===== src/rtl/stps_pkg.sv =====
// ----------------------------------------------------------------------------
// Sparse tiled pixel store package
// Shared constants, register and request codes, item types and the command
// and status structs between the controller and the datapath.
// ----------------------------------------------------------------------------
package stps_pkg;

  localparam int unsigned MAX_WIDTH   = 256;
  localparam int unsigned MAX_HEIGHT  = 256;
  localparam int unsigned MAX_TILES   = 1024;
  localparam int unsigned POOL_PIXELS = 131072;
  localparam int unsigned EDGE_MIN    = 8;
  localparam int unsigned EDGE_MAX    = 32;

  localparam int unsigned DIM_W   = 9;
  localparam int unsigned EDGE_W  = 6;
  localparam int unsigned COORD_W = 8;
  localparam int unsigned PIX_W   = 32;
  localparam int unsigned RES_W   = 11;
  localparam int unsigned REV_W   = 32;
  localparam int unsigned EPOCH_W = 8;

  localparam int unsigned TILE_AW = $clog2(MAX_TILES);
  localparam int unsigned POOL_AW = $clog2(POOL_PIXELS);

  localparam int unsigned DIVD_W = DIM_W;
  localparam int unsigned DIVS_W = EDGE_W;
  localparam int unsigned DCNT_W = $clog2(DIVD_W + 1);

  localparam int unsigned QT_W    = $clog2((1 << COORD_W) / EDGE_MIN);
  localparam int unsigned COLS_W  = $clog2((MAX_WIDTH + EDGE_MAX - 1) / EDGE_MIN + 1);
  localparam int unsigned REM_W   = $clog2(EDGE_MAX);
  localparam int unsigned T_W     = QT_W + COLS_W + 1;
  localparam int unsigned ESQ_W   = $clog2(EDGE_MAX * EDGE_MAX + 1);
  localparam int unsigned OFF_W   = $clog2(EDGE_MAX * EDGE_MAX);
  localparam int unsigned BASE_W  = T_W + ESQ_W;
  localparam int unsigned SWEEP_W = (TILE_AW > OFF_W) ? TILE_AW : OFF_W;

  typedef enum logic [1:0] {
    REG_WIDTH  = 2'd0,
    REG_HEIGHT = 2'd1,
    REG_EDGE   = 2'd2
  } stps_reg_e;

  typedef enum logic [1:0] {
    REQ_READ  = 2'd0,
    REQ_WRITE = 2'd1,
    REQ_CLEAR = 2'd2
  } stps_req_e;

  typedef struct packed {
    logic [1:0]         req_type;
    logic [COORD_W-1:0] x;
    logic [COORD_W-1:0] y;
    logic [PIX_W-1:0]   pixel_value;
  } stps_in_t;

  typedef struct packed {
    logic [PIX_W-1:0] read_data;
    logic             in_range;
    logic [9:0]       tile_number;
    logic             newly_allocated;
    logic             newly_dirty;
    logic [RES_W-1:0] resident_tiles;
    logic [REV_W-1:0] revision_count;
  } stps_out_t;

  typedef struct packed {
    logic load;
    logic mul_tile;
    logic mul_base;
    logic check;
    logic look;
    logic fill_step;
    logic tab_step;
    logic tab_present;
    logic commit;
    logic epoch_adv;
    logic epoch_restart;
    logic out_load;
  } stps_cmd_t;

  typedef struct packed {
    logic div_busy;
    logic req_rw;
    logic req_write;
    logic req_clear;
    logic hit_ok;
    logic present;
    logic fill_last;
    logic tab_last;
    logic epoch_full;
    logic out_free;
  } stps_sts_t;

endpackage


===== src/rtl/stps_ctrl.sv =====
// ----------------------------------------------------------------------------
// Sparse tiled pixel store controller
// Sequences the table clear after reset, the address computation, tile
// zero-fill, the commit of a write, dirty clearing and result delivery.
// ----------------------------------------------------------------------------
module stps_ctrl (
  input  logic                clk_i,
  input  logic                rst_ni,
  input  logic                in_valid_i,
  output logic                in_ready_o,
  input  stps_pkg::stps_sts_t sts_i,
  output stps_pkg::stps_cmd_t cmd_o
);

  typedef enum logic [3:0] {
    S_TABCLR,
    S_IDLE,
    S_DIV,
    S_MULT,
    S_MULB,
    S_CHECK,
    S_LOOK,
    S_FILL,
    S_COMMIT,
    S_EPOCH,
    S_MARKCLR,
    S_DONE
  } state_e;

  state_e state_q, state_d;

  always_comb begin
    state_d = state_q;
    cmd_o   = '0;
    case (state_q)
      S_TABCLR: begin
        cmd_o.tab_step    = 1'b1;
        cmd_o.tab_present = 1'b1;
        if (sts_i.tab_last) begin
          state_d = S_IDLE;
        end
      end
      S_IDLE: begin
        if (in_valid_i) begin
          cmd_o.load = 1'b1;
          state_d    = S_DIV;
        end
      end
      S_DIV: begin
        if (!sts_i.div_busy) begin
          if (sts_i.req_rw) begin
            state_d = S_MULT;
          end else if (sts_i.req_clear) begin
            state_d = S_EPOCH;
          end else begin
            state_d = S_DONE;
          end
        end
      end
      S_MULT: begin
        cmd_o.mul_tile = 1'b1;
        state_d        = S_MULB;
      end
      S_MULB: begin
        cmd_o.mul_base = 1'b1;
        state_d        = S_CHECK;
      end
      S_CHECK: begin
        cmd_o.check = 1'b1;
        state_d     = S_LOOK;
      end
      S_LOOK: begin
        cmd_o.look = 1'b1;
        if (sts_i.req_write && sts_i.hit_ok) begin
          state_d = sts_i.present ? S_COMMIT : S_FILL;
        end else begin
          state_d = S_DONE;
        end
      end
      S_FILL: begin
        cmd_o.fill_step = 1'b1;
        if (sts_i.fill_last) begin
          state_d = S_COMMIT;
        end
      end
      S_COMMIT: begin
        cmd_o.commit = 1'b1;
        state_d      = S_DONE;
      end
      S_EPOCH: begin
        if (sts_i.epoch_full) begin
          state_d = S_MARKCLR;
        end else begin
          cmd_o.epoch_adv = 1'b1;
          state_d         = S_DONE;
        end
      end
      S_MARKCLR: begin
        cmd_o.tab_step = 1'b1;
        if (sts_i.tab_last) begin
          cmd_o.epoch_restart = 1'b1;
          state_d             = S_DONE;
        end
      end
      S_DONE: begin
        if (sts_i.out_free) begin
          cmd_o.out_load = 1'b1;
          state_d        = S_IDLE;
        end
      end
      default: begin
        state_d = S_IDLE;
      end
    endcase
  end

  always_ff @(posedge clk_i or negedge rst_ni) begin
    if (!rst_ni) begin
      state_q <= S_TABCLR;
    end else begin
      state_q <= state_d;
    end
  end

  assign in_ready_o = (state_q == S_IDLE);

endmodule


===== config.mk =====
export PLATFORM = sky130hd
export DESIGN_NAME = stps_ctrl
export DESIGN_NICKNAME = d
export VERILOG_FILES = /design/src/rtl/stps_pkg.sv /design/src/rtl/stps_ctrl.sv
export SDC_FILE = /design/constraint.sdc
export NUM_CORES = 1
export LEC_CHECK = 0
export BUFFER_PORTS_ARGS = -buffer_cell sky130_fd_sc_hd__buf_2
export CAP_MARGIN = 25
export CELL_PAD_IN_SITES_DETAIL_PLACEMENT = 0
export CELL_PAD_IN_SITES_GLOBAL_PLACEMENT = 1
export CORE_ASPECT_RATIO = 1.25
export CORE_UTILIZATION = 28
export DETAILED_ROUTE_END_ITERATION = 8
export PLACE_DENSITY_LB_ADDON = 0.1
export SYNTH_ARGS = -nofsm -noshare
export SYNTH_HDL_FRONTEND = slang
export SYNTH_SLANG_ARGS = --single-unit
export TNS_END_PERCENT = 100

===== constraint.sdc =====
create_clock -name clk_i -period 2 [get_ports clk_i]
set_clock_uncertainty 0.1 [all_clocks]
set_input_delay 0.4 -clock clk_i [delete_from_list [all_inputs] [get_ports clk_i]]
set_output_delay 0.4 -clock clk_i [all_outputs]
set_load 0.005 [all_outputs]

After elaboration in Yosys (flattened, before gate mapping). Cells that the tools add are included.

Input port bits: 13. Memories kept: 0. Word-level logic and storage cells: 50. Latch bits: 0. Output and inout bits: 13. Memory bits (read-only): 0. Bits in writable memories: 0. Flip-flop bits (word level): 4.

Equality and inequality tests: 17. Multiply operators: 0. Bitwise operators: 0. $add $sub $neg: 0. Reduce and logical (&&, ||, !) cells: 4. Shift-type cells: 0. Mux-type cells: 28. $lt $le $gt $ge: 0. Div/mod/pow operators: 0.

Operators by type and width (count): $pmux W4 S12 (1); $mux W4 (9); $mux W1 (17); $eq A4 B3 Y1 const B (4); $eq A4 B4 Y1 const B (4); $ne A2 B2 Y1 const B (6); $eq A4 B2 Y1 const B (2); $reduce_and A6 Y1 (1); $eq A4 B1 Y1 const B (1); $logic_not A4 Y1 (1); $mux W2 (1); $reduce_or A2 Y1 (1); $logic_and A1 B1 Y1 (1).

Depth between registers and ports, before layout.
Depth in word-level cells: 4. Mapped depth: 6. Depth with buffers taken out: 4.

Worst setup path after synthesis. No wires, ideal clock.

Path type: register to output. From: register state_q[2]. To: output cmd_o[11] in the netlist's numbering. Data arrival time: 1.076 ns. Data required time: 1.500 ns. Buffers on the path: 2. Slack: 0.424 ns. Cell stages (with the launch flop): 5. Path through: dfrtp_1 -> buf_6 -> clkbuf_1 -> nor3_1 -> and2_1.

RTL lines: start: declaration (line stps_ctrl.sv:30) `state_e state_q, state_d;`; start signal: assignment (line stps_ctrl.sv:121) `state_q <= state_d;`; end: declaration (line stps_ctrl.sv:12) `output stps_pkg::stps_cmd_t cmd_o`.

==> impl_metrics.ini <==
[floorplan]
die_h_um = 48.3
fp.dieW_um = 39.1
initial_core_util_pct = 30.4
num_rows = 16
io_pins = 26
dieArea_um2 = 1890
coreArea_um2 = 1580

[hold_path]
hold_path_class = primary input to asynchronous set/reset pin

[yosys]
netlist_top_cells_area = dfrtp_1 21%, nor3_1 9.4%, nor2_1 6.3%, a211oi_2 5.2%, nand2b_1 5.2%
ys_ff_latch = 4
synth_top_area_share_pct = 20.8
async_flop_share_pct = 100
synth_edf_count = 0
ys.flop_type = dfrtp_1
synth_cell_types = 29
synth_nets = 79
synth-seq-area-share_pct = 20.8
syn-instance-count = 66
netlist_area_um2 = 480
yosysTopAreaCell = dfrtp_1
ys_warn_count = 0
postSynthAreaPerCell_um2 = 7.28

[final_layout]
layout.cell_area.non_filler_um2 = 648
area_growth_pct = 34.9
antenna_cells = 0
reg_top3 = state_q: 4 flops
layout_commonest_cell = buf_2
regMostFlops = state_q
largest_reg_flops = 4
final_net_count = 107
drive_gt1_share_pct = 42.4
stdcell_count = 110
fillCellCount = 175
layout_common_cells = 25 x buf_2, 9 x nor3_1, 8 x nor2_1, 6 x nand2_1

[drt]
totalWireLength_mm = 1.40
wl_met2_um = 656
drcViolationCount = 0
ant_nets = 0
via_per_inst = 5.53
drt-initial-drc-count = 20
met3WireLength_um = 95
drtPass1Iterations = 4
wl_met1_um = 630
wl_per_cell_um = 12.7
top_layer_used = met4
num_vias = 608

[worst_setup_path]
r2r_start = state_q[0]
ff2ff_path_depth = 4
critPathLaunchType = register
r2r-end = state_q[1]
r2r_slack_ns = 0.39
crit_required_ns = 1.50
critical_path_arrival_ns = 1.37
critical_path_class = register to output port
crit_path_max_fanout = 15
endpoint_kind = output port

[global_routing]
grt_max_degree = 20
overflow = 0
grt_pass1_vias = 522
grt.total_usage_pct = 17.5
antenna_found_initial = 0
grt_pass1_wl_mm = 2.29

[sta]
setup_viol = 0
slew_violations = 0
hold_viol = 0
fin_crit_sh_pct = 93.5
worst_pin_slew_ns = 0.460
min_period_ns = 1.87
slew_headroom_pct = 68.5
fmax_mhz = 535
fin_tns_setup_ns = 0
rsz0062_at_grt = no

[place]
dpl.cell_count = 106
place.gp.congestion = 0.702
port_buffers = 25
hpwl_mm = 1.02
placed_area_um2 = 611

[pwr]
powerDensity_nw_per_um2 = 1410
total_leakage_power_nw = 0.301
vdd_drop_max_v = 0.000810

[clock_network]
clockRootBuffer = clkbuf_4
cts_tree = done
cts_buffers = 3
htree_levels = 1
path_clk_slew_ns = 0.05
cts_setup_buffers = 0
cts.sinks = 4
clk-insertion-delay-late_ns = 0.25
clk_path_buf_depth = 2

[flow_run]
drv_cap = 0

[status]
status = finished, final reports clean
cell families (layout without fill, tap and decap cells):
| group | count (synthesis) | in the layout | synth area share (%) |
|---|---|---|---|
| simple gates | 37 | 37 | 41.7 |
| compound gates | 17 | 17 | 27.6 |
| buf+inv | 8 | 34 | 9.90 |
| flops | 4 | 4 | 20.8 |
worst max-delay path by stage:
stage	endpoint	slack [ns]	from
floorplan	cmd_o[11]	0.42	state_q[2]
global placement	cmd_o[11]	0.29	state_q[0]
detailed placement	cmd_o[11]	0.26	state_q[0]
CTS	cmd_o[11]	0.0004	state_q[0]
global route	cmd_o[11]	0.01	state_q[0]
finish	cmd_o[7]	0.13	state_q[3]
power by group:
part / internal, mW / leakage (nW) / switching, mW
sequential: 0.128 / 0.0441 / 0.134
combinational: 0.281 / 0.243 / 0.261
clock: 0.0675 / 0.0138 / 0.0391
Yosys cell counts (4+ instances only):
cell      instances
nor3_1            9
nand2b_1          4
nand2_1           6
nor2_1            8
dfrtp_1           4
a21oi_1           4
routing by layer:
metal	vias up	track usage, %
met5	-	0
met4	0	8.05
met3	2	7.34
met2	29	23.6
met1	278	23.6
li1	299	-
worst max-delay path: stages, from the launching register on:
cell and delay, ns:
dfrtp_2 0.50, nand2b_1 0.26, nor2_1 0.21, buf_2 0.15
cell type report:
| cell class | instances | area [µm²] | area share, % |
|---|---|---|---|
| clock buffer | 3 | 22.5 | 3.47 |
| inverter | 2 | 7.51 | 1.16 |
| multi-input combinational | 54 | 333 | 51.4 |
| sequential | 4 | 105 | 16.2 |
| tap | 18 | 22.5 | 3.47 |
| timing repair buffer | 29 | 158 | 24.3 |
what timing repair did:
item | CTS | global route
hold buffers | 1 | 0
endpoints found under the hold margin | 4 | 0
gates resized for setup | 0 | 4
endpoints found under the setup margin | 0 | 6
through the flow:
stage | hold slack, ns | utilization, % | power [mW] | setup slack, ns
after floorplan | 0.00441 | - | 0.645 | 0.424
final | 0.393 | 41.0 | 0.912 | 0.130
after CTS | 0.386 | 40.7 | 0.904 | 0.000371
after detailed placement | 0.115 | 38.6 | 0.792 | 0.259
after global routing | 0.412 | 41.0 | 1.01 | 0.0147
after global placement | 0.111 | 38.6 | 0.801 | 0.288
(Power assumes the default switching activity.)
